<file path="config.mk">
export PLATFORM = sky130hd
export DESIGN_NAME = ckm_ycc
export DESIGN_NICKNAME = d
export VERILOG_FILES = /design/src/rtl/ckm_pkg.sv /design/src/rtl/ckm_ycc.sv
export SDC_FILE = /design/constraint.sdc
export NUM_CORES = 1
export LEC_CHECK = 0
export CAP_MARGIN = 20
export CELL_PAD_IN_SITES_DETAIL_PLACEMENT = 1
export CELL_PAD_IN_SITES_GLOBAL_PLACEMENT = 1
export CORE_MARGIN = 1
export CORE_UTILIZATION = 30
export DETAILED_ROUTE_END_ITERATION = 8
export DONT_BUFFER_PORTS = 1
export PLACE_DENSITY_LB_ADDON = 0.1
export SLEW_MARGIN = 20
export SYNTH_ARGS = -nofsm -noshare
export SYNTH_HDL_FRONTEND = slang
export SYNTH_SLANG_ARGS = --single-unit
</file>
<file path="constraint.sdc">
create_clock -name aclk -period 17.7 [get_ports aclk]
set_input_delay 3.54 -clock aclk [delete_from_list [all_inputs] [get_ports aclk]]
set_output_delay 3.54 -clock aclk [all_outputs]
set_load 0.02 [all_outputs]
</file>
<file path="src/rtl/ckm_pkg.sv">
// ckm_pkg: shared constants and types for the chroma key matte pipeline
// no dependencies; imported by ckm_ycc, ckm_sqrt, ckm_div and chroma_key_matte
package ckm_pkg;

    localparam int LATENCY = 18;
    localparam int KEY_DLY = 7;
    localparam int SEL_DLY = 4;

    localparam logic [14:0] CY_R = 15'd6966;
    localparam logic [14:0] CY_G = 15'd23436;
    localparam logic [14:0] CY_B = 15'd2366;
    localparam logic [14:0] C_CB = 15'd17659;
    localparam logic [14:0] C_CR = 15'd20808;
    localparam logic [23:0] RECIP_255 = 24'd8421505;
    localparam logic [15:0] Q_ONE = 16'd32768;

    localparam logic [2:0] REG_KEY_RED    = 3'd0;
    localparam logic [2:0] REG_KEY_GREEN  = 3'd1;
    localparam logic [2:0] REG_KEY_BLUE   = 3'd2;
    localparam logic [2:0] REG_CHROMA_SPR = 3'd3;
    localparam logic [2:0] REG_CHROMA_TOL = 3'd4;
    localparam logic [2:0] REG_LUMA_SPR   = 3'd5;

    typedef logic [2:0] cfg_idx_t;

    typedef enum logic [1:0] {
        FAC_ZERO = 2'd0,
        FAC_RAMP = 2'd1,
        FAC_FULL = 2'd2
    } fac_sel_t;

    typedef struct packed {
        fac_sel_t chroma;
        fac_sel_t luma;
    } fac_ctl_t;

endpackage

</file>
<file path="src/rtl/ckm_ycc.sv">
// ckm_ycc: four-stage rgb to luma and scaled cb/cr conversion, q1.15
// depends on ckm_pkg for the color coefficients
module ckm_ycc (
    input  logic               aclk,
    input  logic               en,
    input  logic [7:0]         red,
    input  logic [7:0]         green,
    input  logic [7:0]         blue,
    output logic [15:0]        luma,
    output logic signed [15:0] cb,
    output logic signed [15:0] cr
);
    import ckm_pkg::*;

    logic [22:0] ysum_reg, bsum_reg, rsum_reg;
    logic [22:0] ysum_next, bsum_next, rsum_next;
    logic [46:0] yprod, bprod, rprod;
    logic [15:0] y1_reg, bn_reg, rn_reg;
    logic signed [16:0] bdiff, rdiff, bneg, rneg;
    logic [15:0] bmag, rmag;
    logic [15:0] y2_reg;
    logic [30:0] cbp_reg, crp_reg, cbp_next, crp_next;
    logic        cbneg_reg, crneg_reg;
    logic [30:0] cbr, crr;
    logic [15:0] cbq, crq;
    logic [15:0] y3_reg;
    logic signed [15:0] cb_reg, cr_reg, cb_next, cr_next;

    // stage 1: weighted sums and scaled channels
    assign ysum_next = 23'(CY_R) * 23'(red) + 23'(CY_G) * 23'(green)
                     + 23'(CY_B) * 23'(blue) + 23'd127;
    assign bsum_next = {blue, 15'd0} + 23'd127;
    assign rsum_next = {red, 15'd0} + 23'd127;

    // stage 2: divide by 255 through reciprocal
    assign yprod = {24'd0, ysum_reg} * {23'd0, RECIP_255};
    assign bprod = {24'd0, bsum_reg} * {23'd0, RECIP_255};
    assign rprod = {24'd0, rsum_reg} * {23'd0, RECIP_255};

    // stage 3: color difference magnitude times chroma scale
    assign bdiff = $signed({1'b0, bn_reg}) - $signed({1'b0, y1_reg});
    assign rdiff = $signed({1'b0, rn_reg}) - $signed({1'b0, y1_reg});
    assign bneg  = -bdiff;
    assign rneg  = -rdiff;
    assign bmag  = bdiff[16] ? bneg[15:0] : bdiff[15:0];
    assign rmag  = rdiff[16] ? rneg[15:0] : rdiff[15:0];
    assign cbp_next = 31'(bmag) * 31'(C_CB);
    assign crp_next = 31'(rmag) * 31'(C_CR);

    // stage 4: round half away from zero
    assign cbr = cbp_reg + 31'd16384;
    assign crr = crp_reg + 31'd16384;
    assign cbq = cbr[30:15];
    assign crq = crr[30:15];
    assign cb_next = cbneg_reg ? $signed(16'd0 - cbq) : $signed(cbq);
    assign cr_next = crneg_reg ? $signed(16'd0 - crq) : $signed(crq);

    always_ff @(posedge aclk) begin
        if (en) begin
            ysum_reg  <= ysum_next;
            bsum_reg  <= bsum_next;
            rsum_reg  <= rsum_next;
            y1_reg    <= yprod[46:31];
            bn_reg    <= bprod[46:31];
            rn_reg    <= rprod[46:31];
            y2_reg    <= y1_reg;
            cbp_reg   <= cbp_next;
            crp_reg   <= crp_next;
            cbneg_reg <= bdiff[16];
            crneg_reg <= rdiff[16];
            y3_reg    <= y2_reg;
            cb_reg    <= cb_next;
            cr_reg    <= cr_next;
        end
    end

    assign luma = y3_reg;
    assign cb   = cb_reg;
    assign cr   = cr_reg;

endmodule

</file>
# Word level (Yosys, flattened, before mapping)
# Index checks and enable logic that the tools add are counted.
# word_totals
reg_bits	242
inputBits	26
out_inout_bits	48
wordCells	39
# classes
add_sub_neg	13
multipliers	8
n_mux	4
# op_table
operator	count
23-bit by 24-bit multiplier with 47-bit output (second input constant)	3
23-bit by 7-bit adder with 23-bit output (second input constant)	3
16-bit two-way mux	4
31-bit by 15-bit adder with 31-bit output (second input constant)	2
16-bit by 16-bit subtractor with 17-bit output	2
16-bit negator	2
1-bit by 16-bit subtractor with 16-bit output (first input constant)	2
16-bit by 15-bit multiplier with 31-bit output (second input constant)	1
16-bit by 12-bit multiplier with 28-bit output (second input constant)	1
21-bit by 23-bit adder with 23-bit output	1
23-bit by 20-bit adder with 23-bit output	1
13-bit by 8-bit multiplier with 21-bit output (first input constant)	1
12-bit by 8-bit multiplier with 20-bit output (first input constant)	1
11-bit by 8-bit multiplier with 19-bit output (first input constant)	1

# Logic depth before layout (Yosys ltp)
# Gate-level depths: netlist of run 1.
# logic_depth
depth_word	4
ltp_mapped	39
mapped_depth_nobuf	39

# Worst setup path after synthesis of run 1
# OpenSTA, ideal clock, no wires.
# synth_timing
path_kind	input to register
startpoint	input blue[2]
endpoint	register ysum_reg[21] (data pin)
setup_time_ns	0.258
arrival_ns	9.332
required_ns	17.442
slack_ns	8.110
path_stages	25
n_path_buf	0
path_cell_list	fa_1 > ha_1 > inv_1 > fa_1 > fa_1 > inv_1 > ha_1 > nor2b_1 > o21ai_0 > a21oi_1 > a2111oi_0 > o21bai_1 > a21oi_1 > o21ai_0 > xnor2_1 > fa_1 > inv_1 > ha_1 > ha_1 > or2_2 > a21oi_1 > a21oi_1 > a21o_1 > a21oi_1 > xnor2_1
# synth_via
elab_chain_cells	3
# synth_rtl
element	line	text
from (decl)	ckm_ycc.sv:8	input logic [7:0] blue,
11-bit by 8-bit multiplier with 19-bit output	ckm_ycc.sv:31	+ 23'(CY_B) * 23'(blue) + 23'd127;
23-bit by 20-bit adder with 23-bit output	ckm_ycc.sv:31	
23-bit by 7-bit adder with 23-bit output	ckm_ycc.sv:31	
net ysum_next[21]	ckm_ycc.sv:16	logic [22:0] ysum_next, bsum_next, rsum_next;
to (signal assigned)	ckm_ycc.sv:60	ysum_reg <= ysum_next;
to (decl)	ckm_ycc.sv:15	logic [22:0] ysum_reg, bsum_reg, rsum_reg;
# The timed path passes the listed nets, and every way through them passes these cells.
# A chain may end at the register's enable or synchronous reset.

# Worst setup path after layout of run 1
# Same ends and word-level chain as after synthesis.

==> results.txt, run 1 <==
Status = finished with violations
Failing checks = DRC
WP data required = 17.94 ns
Number of global-route vias before repair = 19700
Slew of the pin with the lowest slew margin = 1.11 ns
EDFF count, synth = 186
Post-synthesis cell count = 2631
Final setup vio count = 0
Setup TNS = 0 ns
Post-Route WL = 67000 um
Most area-consuming cells after synthesis = ha_1 (30%), edfxtp_1 (21%), fa_1 (16%), inv_1 (6.8%), xnor2_1 (5.2%)
Unrepaired setup endpoints after global routing = false
Die Y = 302 um
Postcts setup bufs = 0
Post-Syn Area = 0.0270 mm^2
Post-synth top area share = 29.8%
Antenna violation net count after detailed routing = 0
Port bufs = 0
# diodes = 0
Initial DRC Count = 439
Row cnt = 109
Syn_nets = 3510
Hold buffers post-CTS = 0
Commonest cells in the netlist = ha_1 (642), inv_1 (487), fa_1 (211)
Tmin final = 9.65 ns
Max-slew violations = 0
Clock Tree Buf Depth = 2
CTS tree = built
Largest net degree at the start of global routing = 187
Clock Latency Late Sink = 0.50 ns
Crit path kind = input pin to flip-flop
Post-route DRC = 3
Total gr overflow = 0
RePlAce Congestion = 0.789
Register area = 0.00559 mm^2
Clock Sink Count = 186
Initial antenna violation count = 1
Multi-input gate area = 0.0195 mm^2
Final number of hold-violating endpoints = 0
Clock Tree Root = clkbuf_16
Main synth FF type = edfxtp_1
Max_cap viols = 0
Routed WL per cell = 17.6 um
Total iterations of the first detailed-routing run = 8
Post-synthesis sequential area ratio = 20.7%
Max FFs per register = 22
Worst min path class = flip-flop to flip-flop
Cts bufs inserted = 17
CP arrival = 9.90 ns
Clk_skew = 0.0176 ns
Avg Vias per Cell = 4.66
Final Net Count = 3515
CTS resizes = 0
Tcrit/Tclk final = 54.5%
Die width = 302 um
First-pass GRT wire length = 108000 um
Ys Warns = 0
CTS HTree Levels = 4
Starting density of the core = 30.4%
Total track usage = 15.3%
FMAX = 0.104 GHz
Critical Path Sink Type = flip-flop
Avg Inst Size Synth = 10.3 um^2
Relative slew slack = 25.1%
I/O pins = 74
Yosys cell types = 95
Share of layout cells above drive strength 1 = 3.40%
Worst-path clk slew = 0.08 ns
CP max FO = 6
Fillers = 9962
Slowest cell on the critical path = a2111oi_0
CP max stage delay = 0.72 ns
Synth area leader = ha_1
Flops & latches, synth = 186
Die area = 0.0911 mm^2
Area of the core = 0.0888 mm^2
Hpwl dp = 59000 um
Top-count cell post-synth = ha_1
Vias = 17800
Async SR Flop Fraction = 0%
Crit start category = input pin
Area Overhead vs Synth = 7.58%
Worst path most repeated cell = a21oi_1
[area by class of cell]
| type | instances | area share [%] |
|---|---|---|
| Tap cell | 1165 | 5.02 |
| Clock inverter | 15 | 0.750 |
| Inverter | 489 | 6.33 |
| Sequential cell | 186 | 19.3 |
| Clock buffer | 17 | 1.47 |
| Timing Repair Buffer | 2 | 0.0517 |
| Multi-Input combinational cell | 1940 | 67.1 |
[cell usage in the layout, fill, tap and decap left out, types with 44 or more instances in the layout]
cell,n
inv_1,487
a21o_1,44
nor2_1,115
ha_1,642
xnor2_1,159
xor2_1,83
nand3_1,50
nand2_1,77
edfxtp_1,186
o21ai_0,78
fa_1,211
a21oi_1,109
[worst paths after layout]
| path | slack [ns] | from | endpoint | cells after the start |
|---|---|---|---|---|
| worst min-delay path | 0.42 | y2_reg[10] | luma[10] | 0 |
| worst max-delay path | 8.05 | blue[2] | ysum_reg[21] | 25 |
| worst max register to register | 8.26 | y1_reg[0] | cbp_reg[30] | 33 |
| worst min register to register | 0.42 | y2_reg[10] | luma[10] | 0 |
[kinds of logic (layout without fill, tap and decap cells)]
logic type | Yosys count | in the layout | synth area share [%]
adder cells (fa/ha/maj) | 853 | 853 | 45.4
buffers and inverters | 505 | 523 | 7.08
AND/OR/NAND/NOR | 453 | 453 | 8.74
AO/OA/AOI/OAI | 379 | 379 | 9.39
XOR/XNOR | 249 | 249 | 8.41
flip-flops | 186 | 186 | 20.7
multiplexers | 6 | 6 | 0.227
[stage by stage]
stage	hold slack, ns	instance area [um^2]	worst slack [ns]	instances	utilization [%]
after floorplan	0.400	27000	8.11	2631	-
after global placement	0.407	28400	7.56	3782	32.0
after detailed placement	0.407	28400	7.54	3782	32.0
after CTS	0.428	29000	8.04	3814	32.7
after global routing	0.432	29000	7.68	3814	32.7
final	0.425	29000	8.05	3814	32.7
[critical path, delay by kind of cell]
kind / cells / cell delay, ns
adders and majority gates: 8 / 3.34
AOI/OAI and AO/OA: 10 / 2.20
xor gates and xnor gates: 2 / 0.24
and+or+nand+nor: 2 / 0.44
buffers and inverters: 3 / 0.13
[layer usage]
metal / wire [um] / track usage, % / vias to the layer above
met2: 36000 / 29.5 / 111
met3: 893 / 1.60 / 45
met4: 1550 / 4.71 / 0
met5: 0 / 0 / -
met1: 28500 / 17.4 / 8616
li1: - / - / 9014
Power of run 1 is left out: the tool's default activity adds up to more than one toggle a clock period on the data nets, which glitch-free logic cannot reach.
==> run 2, diff against run 1 <==
- clock period: 17.7 -> 7.8 ns (I/O delays scaled with it)
==> run 2 against run 1 <==
Net effect: worst setup slack got worse by 8.3 ns; count of clock-buffer cells in the layout did not move; the run ends with DRC, setup timing left; global-route usage rose by 0.24 points; wire length rose by 2.6%; clock skew rose by 0.0023 ns; via count rose by 7.6%; non-clock buffer count rose by 273; highest routed layer is now met5; die area did not move; cell count rose by 7.2%; first-iteration DRC count rose by 5.7%; sequential share of layout area fell by 1.7 points.
==> results.txt, run 2 (same netlist as run 1, synthesis figures left out) <==
Status = finished with violations (unchanged)
Failing checks = DRC, setup timing (was DRC)
Hold buffers post-CTS = 0 (unchanged)
# diodes = 0 (unchanged)
Clock Latency Late Sink = 0.49 ns (was 0.50 ns)
CTS tree = built (unchanged)
Slowest cell on the critical path = fa_1 (was a2111oi_0)
Worst min path class = flip-flop to flip-flop (unchanged)
CP max FO = 5 (was 6)
Post-route DRC = 4 (was 3)
Die width = 302 um (unchanged)
Area Overhead vs Synth = 17.7% (was 7.58%)
Relative slew slack = 56.4% (was 25.1%)
Tmin final = 8.09 ns
Max_cap viols = 0 (unchanged)
Initial antenna violation count = 4 (was 1)
Crit path kind = flip-flop to flip-flop (was input pin to flip-flop)
Total iterations of the first detailed-routing run = 8 (unchanged)
Post-Route WL = 68700 um (was 67000 um)
Hold slack final = 0.420 ns (was 0.425 ns)
First-pass GRT wire length = 111000 um (was 108000 um)
Antenna violation net count after detailed routing = 0 (unchanged)
Largest net degree at the start of global routing = 187 (unchanged)
Place WS = -0.654 ns (was 7.54 ns)
Area of the core = 0.0888 mm^2 (unchanged)
WP data required = 8.02 ns (was 17.94 ns)
Max FFs per register = 22 (unchanged)
Design Area, Final = 0.0317 mm^2 (was 0.0290 mm^2)
Final number of hold-violating endpoints = 0 (unchanged)
Port bufs = 0 (unchanged)
Starting density of the core = 30.4% (unchanged)
Critical Path Sink Type = flip-flop (unchanged)
Final core occ = 35.8% (was 32.7%)
Number of global-route vias before repair = 21400 (was 19700)
Fillers = 9983 (was 9962)
CTS HTree Levels = 4 (unchanged)
Cts bufs inserted = 17 (unchanged)
Clock Tree Root = clkbuf_16 (unchanged)
Vias = 19100 (was 17800)
Initial DRC Count = 464 (was 439)
PnR worst setup slack = -0.285 ns (was 8.05 ns)
Worst-path clk slew = 0.08 ns (about the same)
CP arrival = 8.31 ns (was 9.90 ns)
Most frequent cells in the layout = ha_1 (622), inv_1 (478), buf_4 (270) (was ha_1 (642), inv_1 (487), fa_1 (211))
Total track usage = 15.5% (was 15.3%)
Die area = 0.0911 mm^2 (unchanged)
Max-slew violations = 0 (unchanged)
Tcrit/Tclk final = 104%
Routed WL per cell = 16.8 um (was 17.6 um)
FMAX = 0.124 GHz
Total gr overflow = 0 (unchanged)
Multi-input gate area = 0.0202 mm^2 (was 0.0195 mm^2)
Worst path most repeated cell = fa_1 (was a21oi_1)
Clock Tree Buf Depth = 2 (unchanged)
CP max stage delay = 0.55 ns (was 0.72 ns)
Clock Sink Count = 186 (unchanged)
Final Net Count = 3788 (was 3515)
Register area = 0.00559 mm^2 (unchanged)
Crit start category = flip-flop (was input pin)
Die Y = 302 um (unchanged)
Commonest non-fill, non-tap cell in the layout = ha_1 (unchanged)
I/O pins = 74 (unchanged)
RePlAce Congestion = 0.868 (was 0.789)
Clk_skew = 0.0199 ns (was 0.0176 ns)
Row cnt = 109 (unchanged)
Slew of the pin with the lowest slew margin = 0.648 ns (was 1.11 ns)
Share of layout cells above drive strength 1 = 15.6% (was 3.40%)
Hpwl dp = 60600 um (was 59000 um)
Final setup vio count = 10 (was 0)
Unrepaired setup endpoints after global routing = true (was false)
Avg Vias per Cell = 4.68 (was 4.66)
Dpl cell area = 0.0305 mm^2 (was 0.0284 mm^2)
run 2: metrics by stage:
stage,instances,setup TNS [ns]
finish,4087,-1.07
global route,4087,-5.73
CTS,4075,-2.21
detailed placement,4029,-5.85
global placement,4029,-4.08
floorplan,2631,-0.264
run 2: layout make-up:
class | instances | area share, %
inverters | 489 | 5.81
flip-flops and latches | 186 | 17.6
clock inverters | 15 | 0.603
repair buffers | 275 | 6.59
multi-input cells | 1940 | 63.5
clock buffers | 17 | 1.34
well taps | 1165 | 4.59
run 2: worst paths after layout:
check | slack [ns] | cells after the start | from | endpoint
setup / recovery | -0.29 | 34 | bn_reg[0] | cbp_reg[30]
hold / removal | 0.42 | 0 | y2_reg[5] | luma[5]
setup reg to reg | -0.29 | 34 | bn_reg[0] | cbp_reg[30]
hold reg to reg | 0.42 | 0 | y2_reg[5] | luma[5]
run 2: per-layer routing:
metal	global-route usage, %	share of wire (%)	vias to the layer above
li1	-	-	9562
met1	17.8	43	9391
met2	29.8	54	126
met3	1.94	1.8	63
met4	4.27	2.0	2
met5	0	0.012	-
run 2: critical path, delay by kind of cell, from the launching register on:
kind                       cells  cell delay (ns)
AOI/OAI and AO/OA             13             2.10
xor gates and xnor gates       2             0.22
adders and majority gates      9             3.86
buffers and inverters          8             0.67
DFF                            1             0.36
and+or+nand+nor                2             0.59
run 2: timing repair:
item / 4_1_cts / 5_1_grt
setup buffers: 14 / 12
setup endpoints to repair: 13 / 26
pin swaps: 28 / 35
gates resized for setup: 36 / 50
cloned: 0 / 0
endpoints found under the hold margin: 0 / 0
Power of run 2 is left out for the same reason.
