<file path="config.mk">
export PLATFORM = sky130hd
export DESIGN_NAME = ckm_div
export DESIGN_NICKNAME = d
export VERILOG_FILES = /design/src/rtl/ckm_pkg.sv /design/src/rtl/ckm_div.sv
export SDC_FILE = /design/constraint.sdc
export NUM_CORES = 1
export LEC_CHECK = 0
export ABC_AREA = 1
export BUFFER_PORTS_ARGS = -buffer_cell sky130_fd_sc_hd__buf_2
export CAP_MARGIN = 0
export CORE_AREA = 4 4 245 307
export DETAILED_ROUTE_END_ITERATION = 8
export DIE_AREA = 0 0 249 311
export PLACE_DENSITY = 0.55
export REMOVE_ABC_BUFFERS = 1
export SETUP_SLACK_MARGIN = 0.5
export SYNTH_ARGS = -nofsm -noshare
export SYNTH_HDL_FRONTEND = slang
export SYNTH_SLANG_ARGS = --single-unit
</file>
<file path="constraint.sdc">
create_clock -name aclk -period 19.5 [get_ports aclk]
set_input_delay 0 -clock aclk [delete_from_list [all_inputs] [get_ports aclk]]
set_output_delay 0 -clock aclk [all_outputs]
set_load 0.01 [all_outputs]
</file>
<file path="src/rtl/ckm_pkg.sv">
// ckm_pkg: shared constants and types for the chroma key matte pipeline
// no dependencies; imported by ckm_ycc, ckm_sqrt, ckm_div and chroma_key_matte
package ckm_pkg;

    localparam int LATENCY = 18;
    localparam int KEY_DLY = 7;
    localparam int SEL_DLY = 4;

    localparam logic [14:0] CY_R = 15'd6966;
    localparam logic [14:0] CY_G = 15'd23436;
    localparam logic [14:0] CY_B = 15'd2366;
    localparam logic [14:0] C_CB = 15'd17659;
    localparam logic [14:0] C_CR = 15'd20808;
    localparam logic [23:0] RECIP_255 = 24'd8421505;
    localparam logic [15:0] Q_ONE = 16'd32768;

    localparam logic [2:0] REG_KEY_RED    = 3'd0;
    localparam logic [2:0] REG_KEY_GREEN  = 3'd1;
    localparam logic [2:0] REG_KEY_BLUE   = 3'd2;
    localparam logic [2:0] REG_CHROMA_SPR = 3'd3;
    localparam logic [2:0] REG_CHROMA_TOL = 3'd4;
    localparam logic [2:0] REG_LUMA_SPR   = 3'd5;

    typedef logic [2:0] cfg_idx_t;

    typedef enum logic [1:0] {
        FAC_ZERO = 2'd0,
        FAC_RAMP = 2'd1,
        FAC_FULL = 2'd2
    } fac_sel_t;

    typedef struct packed {
        fac_sel_t chroma;
        fac_sel_t luma;
    } fac_ctl_t;

endpackage

</file>
<file path="src/rtl/ckm_div.sv">
// ckm_div: four-stage restoring divider, 16-bit quotient, four bits per stage
// depends on ckm_pkg; quotient must be below 2^16
module ckm_div (
    input  logic        aclk,
    input  logic        en,
    input  logic [31:0] num,
    input  logic [15:0] den,
    output logic [15:0] quot
);
    import ckm_pkg::*;

    logic [31:0] rem_reg [3];
    logic [15:0] den_reg [3];
    logic [15:0] q_reg   [4];

    for (genvar g = 0; g < 4; g++) begin : g_stage
        logic [31:0] rem_in, rem_next, sh;
        logic [15:0] den_in, q_in, q_next;
        if (g == 0) begin : g_first
            assign rem_in = num;
            assign den_in = den;
            assign q_in   = '0;
        end else begin : g_more
            assign rem_in = rem_reg[g-1];
            assign den_in = den_reg[g-1];
            assign q_in   = q_reg[g-1];
        end
        always_comb begin
            rem_next = rem_in;
            q_next   = q_in;
            sh       = '0;
            for (int j = 0; j < 4; j++) begin
                sh = 32'(den_in) << (15 - (4 * g + j));
                if (rem_next >= sh) begin
                    rem_next = rem_next - sh;
                    q_next   = q_next | (16'd1 << (15 - (4 * g + j)));
                end
            end
        end
        if (g < 3) begin : g_carry
            always_ff @(posedge aclk) begin
                if (en) begin
                    rem_reg[g] <= rem_next;
                    den_reg[g] <= den_in;
                end
            end
        end
        always_ff @(posedge aclk) begin
            if (en) begin
                q_reg[g] <= q_next;
            end
        end
    end

    assign quot = q_reg[3];

endmodule

</file>
; Word level (Yosys, flattened, before mapping)
; Memories as Yosys holds them, arrays and structs flattened.
; Cells that the tools add are included.
[word_totals]
register_bits = 0
ram_bits = 208
inputBits = 50
word_cells = 67
n_memories = 3
[op_classes]
add_sub_neg = 15
magnitude_cmp = 16
muxes = 33
[mem_list]
columns = name, depth, width, rd, rd_clocked_by_memory_dff, write_ports, line
row1 = rem_reg, 3, 32, 3, 0, 3, ckm_div.sv:12  ; logic [31:0] rem_reg [3];
row2 = q_reg, 4, 16, 4, 0, 4, ckm_div.sv:14  ; logic [15:0] q_reg [4];
row3 = den_reg, 3, 16, 3, 0, 3, ckm_div.sv:13  ; logic [15:0] den_reg [3];
[op_table]
columns = operator, count
row1 = 2-to-1 mux 32 bit, 15
row2 = greater-or-equal comparator 32 x 16 -> 1 bit, 1
row3 = greater-or-equal comparator 32 x 17 -> 1 bit, 1
row4 = greater-or-equal comparator 32 x 18 -> 1 bit, 1
row5 = greater-or-equal comparator 32 x 19 -> 1 bit, 1
row6 = greater-or-equal comparator 32 x 20 -> 1 bit, 1
row7 = greater-or-equal comparator 32 x 21 -> 1 bit, 1
row8 = greater-or-equal comparator 32 x 22 -> 1 bit, 1
row9 = greater-or-equal comparator 32 x 23 -> 1 bit, 1
row10 = greater-or-equal comparator 32 x 24 -> 1 bit, 1
row11 = greater-or-equal comparator 32 x 25 -> 1 bit, 1
row12 = greater-or-equal comparator 32 x 26 -> 1 bit, 1
row13 = greater-or-equal comparator 32 x 27 -> 1 bit, 1
row14 = greater-or-equal comparator 32 x 28 -> 1 bit, 1
row15 = greater-or-equal comparator 32 x 29 -> 1 bit, 1
row16 = greater-or-equal comparator 32 x 30 -> 1 bit, 1
row17 = greater-or-equal comparator 32 x 31 -> 1 bit, 1
row18 = subtractor 32 x 17 -> 32 bit, 1
row19 = subtractor 32 x 18 -> 32 bit, 1
row20 = subtractor 32 x 19 -> 32 bit, 1
row21 = subtractor 32 x 20 -> 32 bit, 1
row22 = subtractor 32 x 21 -> 32 bit, 1
row23 = subtractor 32 x 22 -> 32 bit, 1
row24 = subtractor 32 x 23 -> 32 bit, 1
row25 = other kinds (24), 26

; Logic depth before layout (Yosys ltp)
; Gate-level depths: netlist of the first run.
; An unclocked memory read counts as a cell.
[logic_depth]
depth_word = 9
mapped_depth = 72
ltp_nobuf = 65

; Least setup slack after synthesis of the first run
; OpenSTA, ideal clock, no wires.
[synth_timing]
path_kind = register to register
startpoint = memory den_reg[0][1]
endpoint = memory rem_reg[1][27] (netlist: rem_reg[0][59]), data pin
t_arrival_ns = 9.688
setup_slack_ns = 9.559
path_stages_with_launch = 70
n_path_buf = 7
path_cell_list = edfxtp_1 inv_1 ha_1 nand2_1 o21ai_2 inv_2 o21ai_2 nand3_1 nand2_1 nand2_1 nand2_2 buf_6 nand2_1 o21ai_0 inv_1 fa_1 o21ai_1 nand2_1 [34 not listed] inv_1 a21oi_1 inv_1 a21oi_1 nor2_1 o21ai_0 nand2_1 a21oi_1 nor2_1 nor2_1 inv_1 a31oi_1 nand2_1 nor2_4 nand3_4 buf_4 o21ai_1 inv_1
[synth_lines]
columns = element, line
row1 = from (decl), ckm_div.sv:13
row2 = to (decl), ckm_div.sv:12

==> flow_metrics.env, run 1 <==
export IMPL_status="finished, final reports clean"
export IMPL_vias=24400
export IMPL_die_area_sq_um=77400
export IMPL_worst_slew_pin_slew_ps=1150
export IMPL_cts_buffers=17
export IMPL_worstPathArrival_ps=12920
export IMPL_reg2reg_depth=60
export IMPL_ys_warn_count=0
export IMPL_cts_sinks=184
export IMPL_drc=0
export IMPL_ioPinCount=66
export IMPL_fillerInstances=7837
export IMPL_grtUsageTotal_pct=19.1
export IMPL_clock_latency_ps=480
export IMPL_drt_iter0_drc=1296
export IMPL_clk_pin_slew_ps=70
export IMPL_dieHeight_microns=311
export IMPL_h_tree_depth=4
export IMPL_timing_setup_tns_ps=0
export IMPL_largest_reg_flops=96
export IMPL_final_setup_viol_count=0
export IMPL_finalMaxSlewViolations=0
export IMPL_drt_wl_total_microns=75700
export IMPL_synth_seq_cells=184
export IMPL_min_to="q_reg[0][14]"
export IMPL_endpoint_kind="flip-flop"
export IMPL_rows=110
export IMPL_fin_skew_ps=26.7
export IMPL_cts_resized_gates=0
export IMPL_placed_area_sq_um=26400
export IMPL_synth_edf_count=184
export IMPL_worst_path_stages=60
export IMPL_r2r_start="den_reg[0][1]"
export IMPL_slew_headroom_pct=22.6
export IMPL_slowest_stage="nor2_2"
export IMPL_cp_common_cell="nand2_1"
export IMPL_min_path_type="primary input to flip-flop"
export IMPL_fin_area_sq_um=27300
export IMPL_avgRoutedWirePerCell_microns=15.6
export IMPL_cts_max_path_buffers=2
export IMPL_period_share_pct=65.1
export IMPL_core_area_sq_um=72000
export IMPL_dpl_hpwl_microns=63600
export IMPL_viasPerCell=5.03
export IMPL_post_route_min_period_ps=12690
export IMPL_synthArstFlopShare_pct=0
export IMPL_cp_top_family="compound AO/OA/AOI/OAI gates"
export IMPL_grt_ovfl_total=0
export IMPL_drv_cap=0
export IMPL_ys_flop_type="edfxtp_1"
export IMPL_area_growth_syn_to_layout_pct=8.58
export IMPL_netlist_instances=3824
export IMPL_antenna_found_initial=4
export IMPL_rsz0062_at_grt="no"
export IMPL_regToRegEndpoint="rem_reg[0][63]"
export IMPL_ant_nets=0
export IMPL_syn_area_per_cell_sq_um=6.57
export IMPL_timing_reg2reg_setup_slack_ps=6810
export IMPL_hold_depth=3
export IMPL_clockRootBuffer="clkbuf_16"
export IMPL_finalNetCount=4209
export IMPL_path_buf_inv=10
export IMPL_drive_gt1_share_pct=5.72
export IMPL_ys_seq_area_share_pct=22.0
export IMPL_crit_required_ps=19720
export IMPL_grt_pass1_vias=22900
export IMPL_die_w_microns=249
export IMPL_synth_cell_area_sq_um=25100
export IMPL_tritoncts="done"
export IMPL_initial_core_util_pct=34.9
export IMPL_critical_path_class="flip-flop to flip-flop"
export IMPL_synth_cell_type_count=59
export IMPL_hold_violations=0
export IMPL_cp_slowest_stage_delay_ps=670
export IMPL_fmax_mhz=78.8
export IMPL_min_delay_start="num[30]"
export IMPL_place_congestion=0.904
export IMPL_grt_max_degree=70
export IMPL_port_buffers=65
export IMPL_crit_fanout=28
export IMPL_grt_pass1_wl_microns=120000
export IMPL_first_pass_iters=5
export IMPL_critPathLaunchType="flip-flop"
[kinds of logic after synthesis]
| kind of cell | after synthesis | share of synthesized area [%] |
|---|---|---|
| and+or+nand+nor | 1912 | 33.0 |
| adders and majority gates | 271 | 14.0 |
| muxes | 1 | 0.0448 |
| xor gates and xnor gates | 214 | 7.47 |
| buffers and inverters | 568 | 8.96 |
| DFF | 184 | 22.0 |
| AOI/OAI and AO/OA | 674 | 14.6 |
[placed cells by master, fill, tap and decap left out, types with 11 or more instances in the layout]
cell type / Yosys / routed
a21o_1: 12 / 12
a21oi_1: 269 / 269
a31oi_1: 21 / 21
buf_2: 12 / 64
clkbuf_16: 0 / 17
dlygate4sd3_1: 0 / 29
edfxtp_1: 184 / 184
fa_1: 15 / 15
ha_1: 256 / 256
inv_1: 501 / 501
nand2_1: 1105 / 1105
nand2_2: 24 / 24
nand3_1: 235 / 235
nand3_2: 16 / 16
nand3b_1: 14 / 14
nand4_1: 82 / 82
nor2_1: 321 / 321
nor2_2: 16 / 16
nor2_4: 11 / 11
nor3_1: 33 / 33
nor4_1: 15 / 15
o21ai_0: 279 / 279
o21ai_1: 19 / 19
o21bai_1: 22 / 22
or2_2: 17 / 17
xnor2_1: 98 / 98
xor2_1: 116 / 116
[worst max-delay path by stage]
| stage | startpoint | to | slack (ps) |
|---|---|---|---|
| 3_5_place_dp | den_reg[0][1] | rem_reg[0][63] | 6890 |
| 5_1_grt | den_reg[0][1] | rem_reg[0][63] | 5230 |
| 6_report | den_reg[0][1] | rem_reg[0][63] | 6810 |
| 2_1_floorplan | den_reg[0][1] | rem_reg[0][57] | 9330 |
| 3_3_place_gp | den_reg[0][1] | rem_reg[0][63] | 7160 |
| 4_1_cts | den_reg[0][1] | rem_reg[0][63] | 6860 |
[tightest hold or removal path: cells and delay by family]
family | cells | cell delay (ps)
and+or+nand+nor | 1 | 180
AOI/OAI and AO/OA | 1 | 90
buffers and inverters | 1 | 100
[per-stage QoR]
step / util [%] / worst slack (ps) / hold WS (ps) / std cells
5_1_grt: 37.9 / 5230 / 44.7 / 4853
4_1_cts: 37.9 / 6860 / 3.63 / 4853
2_1_floorplan: - / 9330 / 98.9 / 3769
6_report: 37.9 / 6810 / 53.8 / 4855
3_5_place_dp: 36.6 / 6890 / 194 / 4792
3_3_place_gp: 36.6 / 7160 / 194 / 4792
[Yosys cell counts, types with 5 or more instances]
cell / instances / share of area [%]
fa_1: 15 / 1.2
nand3_2: 16 / 0.64
a21o_1: 12 / 0.36
o21ai_1: 19 / 0.38
nor4_1: 15 / 0.37
nor3_1: 33 / 0.66
o21a_1: 9 / 0.27
o21ai_2: 9 / 0.31
a21oi_1: 269 / 5.4
buf_2: 12 / 0.24
a21boi_0: 6 / 0.18
o211ai_1: 5 / 0.15
nand3b_1: 14 / 0.42
clkbuf_1: 26 / 0.39
nand2_4: 8 / 0.36
edfxtp_1: 184 / 22
buf_6: 12 / 0.54
o21bai_1: 22 / 0.66
nor2_1: 321 / 4.8
inv_1: 501 / 7.5
xor2_1: 116 / 4.0
o21ai_0: 279 / 5.6
nor2_4: 11 / 0.49
nand2_1: 1105 / 17
nand3_1: 235 / 4.7
xnor2_1: 98 / 3.4
nand4_1: 82 / 2.0
ha_1: 256 / 13
a211oi_1: 5 / 0.15
nor2_2: 16 / 0.40
a31oi_1: 21 / 0.52
or2_2: 17 / 0.42
inv_2: 9 / 0.13
nand2_2: 24 / 0.60
[final cells by class]
type	count	area (sq um)	share of cell area, %
tap	952	1190	4.37
antenna	2	5.00	0.0184
timing repair buffer	100	669	2.46
clock buffer	17	425	1.56
inverter	513	1930	7.07
multi-input combinational	3072	17300	63.6
sequential	184	5530	20.3
clock inverter	15	185	0.679
[repair_timing]
action                    4_1_cts  5_1_grt
hold buffers                   29        0
buffers inserted                0        0
hold endpoints to repair       29        0
[per-layer routing]
layer  GRT usage (%)  share of wire (%)  wire length [microns]
met2            35.1                 51                  38300
met5               0              0.017                     13
met3            2.12                3.4                   2580
met4            4.96                2.2                   1680
met1            23.7                 44                  33200
Power of run 1 is not shown: default switching activity piles up to over one toggle a cycle in this logic, so the estimate is an artifact.
==> run 2, diff against run 1 <==
ABC_AREA = 0   (was 1)
CORE_AREA = 4 4 236 296   (was 4 4 245 307)
DIE_AREA = 0 0 240 300   (was 0 0 249 311)
PLACE_DENSITY = 0.56   (was 0.55)
clock period = 12.51 ns   (was 19.5 ns; I/O delays follow)
==> flow_metrics.env, run 2 <==
export IMPL_crit_required_ps=12750
export IMPL_slowest_stage="or3_4"
export IMPL_drc=0
export IMPL_fin_skew_ps=14.0
export IMPL_netlist_instances=2848
export IMPL_finalNetCount=3516
export IMPL_finalMaxSlewViolations=0
export IMPL_ys_flop_type="edfxtp_1"
export IMPL_cts_sinks=184
export IMPL_period_share_pct=90.7
export IMPL_drt_wl_total_microns=67600
export IMPL_port_buffers=65
export IMPL_synth_seq_cells=184
export IMPL_synth_cell_area_sq_um=23300
export IMPL_yosys_cell_count_top_type="nor2_1"
export IMPL_avgRoutedWirePerCell_microns=16.6
export IMPL_crit_start="den_reg[0][44]"
export IMPL_core_area_sq_um=66800
export IMPL_ant_nets=0
export IMPL_cts_buffers=17
export IMPL_hold_depth=5
export IMPL_h_tree_depth=4
export IMPL_placed_area_sq_um=26700
export IMPL_ys_top_cells_by_count="nor2_1 (275), a21oi_1 (268), ha_1 (256), nand2_1 (214), inv_1 (193)"
export IMPL_fillerInstances=6845
export IMPL_slew_headroom_pct=31.7
export IMPL_synth_xor_area_share_pct=8.18
export IMPL_synth_edf_count=184
export IMPL_tritoncts="done"
export IMPL_critical_path_class="flip-flop to flip-flop"
export IMPL_placed_cells=4000
export IMPL_cts_max_path_buffers=2
export IMPL_cp_common_cell="a21o_1"
export IMPL_antenna_found_initial=0
export IMPL_worst_slew_pin_slew_ps=1010
export IMPL_grt_ovfl_total=0
export IMPL_endpoint_kind="flip-flop"
export IMPL_ys_seq_area_share_pct=23.7
export IMPL_synth_top_family_by_area="compound AO/OA/AOI/OAI gates"
export IMPL_largest_reg_flops=96
export IMPL_grtUsageTotal_pct=18.7
export IMPL_post_route_min_period_ps=11350
export IMPL_hold_violations=0
export IMPL_vias=21800
export IMPL_clock_latency_ps=500
export IMPL_clockRootBuffer="clkbuf_16"
export IMPL_drv_cap=0
export IMPL_muxShareOfSynthArea_pct=4.77
export IMPL_synthAdderAreaFrac_pct=15.0
export IMPL_synth_compound_gate_area_share_pct=23.8
export IMPL_reg2reg_depth=54
export IMPL_drt_iter0_drc=848
export IMPL_grt_pass1_vias=21900
export IMPL_synth_simple_area_share_pct=20.1
export IMPL_dpl_hpwl_microns=57800
export IMPL_viasPerCell=5.36
export IMPL_place_congestion=0.881
export IMPL_die_w_microns=240
export IMPL_timing_reg2reg_setup_slack_ps=1160
export IMPL_status="finished, final reports clean"
export IMPL_layout_common_cells="buf_4 (302), nor2_1 (272), a21oi_1 (261)"
export IMPL_synthArstFlopShare_pct=0
export IMPL_fmax_mhz=88.1
export IMPL_diodes=0
export IMPL_min_path_type="primary input to flip-flop"
export IMPL_final_setup_viol_count=0
export IMPL_area_growth_syn_to_layout_pct=19.6
export IMPL_rows=106
export IMPL_drive_gt1_share_pct=18.1
export IMPL_clk_pin_slew_ps=80
export IMPL_rsz0062_at_grt="no"
export IMPL_grt_pass1_wl_microns=108000
export IMPL_die_area_sq_um=72000
export IMPL_yosys_top_cells_area="edfxtp_1 (24%), ha_1 (14%), a21oi_1 (5.7%)"
export IMPL_crit_fanout=30
export IMPL_fin_cells=4072
export IMPL_synth_cell_type_count=94
export IMPL_regToRegEndpoint="q_reg[3][0]"
export IMPL_ys_warn_count=0
export IMPL_worstPathArrival_ps=11590
export IMPL_critPathLaunchType="flip-flop"
export IMPL_r2r_start="den_reg[0][44]"
export IMPL_fin_area_sq_um=27900
export IMPL_dieHeight_microns=300
export IMPL_yosys_area_top_type="edfxtp_1"
export IMPL_cp_slowest_stage_delay_ps=490
export IMPL_yosysTopAreaCellShare_pct=23.7
export IMPL_initial_core_util_pct=34.9
export IMPL_grt_max_degree=114
export IMPL_endpoint="q_reg[3][0]"
export IMPL_ioPinCount=66
export IMPL_first_pass_iters=6
export IMPL_syn_area_per_cell_sq_um=8.19
export IMPL_hold_ws_ps=202
export IMPL_layout_cells_most_common="buf_4"
-- run 2: worst max-delay path, delay by kind of cell, from the launching register on --
kind	cells	cell delay, ps
AOI/OAI and AO/OA	31	5520
and+or+nand+nor	14	3410
adders and majority gates	4	1060
buffers and inverters	5	710
DFF	1	380
-- run 2: kinds of logic (layout without fill, tap and decap cells) --
family                     count (synthesis)  in the layout
adders and majority gates                271            271
buffers and inverters                    268            628
DFF                                      184            184
and+or+nand+nor                          942            942
AOI/OAI and AO/OA                        864            864
xor gates and xnor gates                 218            218
muxes                                    101            101
-- run 2: metrics by stage --
| step | utilization [%] | TNS (ps) | setup slack, ps |
|---|---|---|---|
| 2_1_floorplan | - | -5330 | -336 |
| 3_5_place_dp | 39.9 | 0 | 0.900 |
| 5_1_grt | 41.7 | 0 | 490 |
| 4_1_cts | 41.3 | 0 | 529 |
| 6_report | 41.7 | 0 | 1160 |
| 3_3_place_gp | 39.9 | 0 | 14.8 |
-- run 2: final cells by class --
type | instances | area [sq um] | share of cell area [%]
multi-input cells | 2396 | 17000 | 61.0
flip-flops and latches | 184 | 5530 | 19.8
clock buffers | 17 | 425 | 1.52
repair buffers | 400 | 2950 | 10.6
clock inverters | 15 | 154 | 0.552
well taps | 864 | 1080 | 3.87
inverters | 196 | 741 | 2.65
-- run 2: routing by layer --
layer	track usage, %	share of wire (%)	up-vias
met1	17.9	37	10200
met4	9.81	5.4	0
met2	38.3	56	263
met5	0	0	-
li1	-	-	11300
met3	1.88	1.4	129
-- run 2: repair_timing --
action | 4_1_cts | 5_1_grt
pin swaps | 1 | 18
gates resized for setup | 12 | 86
buffers inserted | 0 | 11
hold endpoints to repair | 29 | 0
gates cloned | 0 | 0
hold buffers | 29 | 0
setup endpoints to repair | 30 | 76
-- run 2: worst min path at each step --
| stage | from | slack [ps] | end |
|---|---|---|---|
| floorplan | den[0] | 100 | den_reg[0][0] |
| global placement | den[8] | 190 | den_reg[0][8] |
| detailed placement | den[8] | 190 | den_reg[0][8] |
| CTS | num[13] | 180 | rem_reg[0][13] |
| global route | den[3] | 210 | den_reg[0][3] |
| finish | num[13] | 200 | rem_reg[0][13] |
Power of run 2 is left out for the same reason.
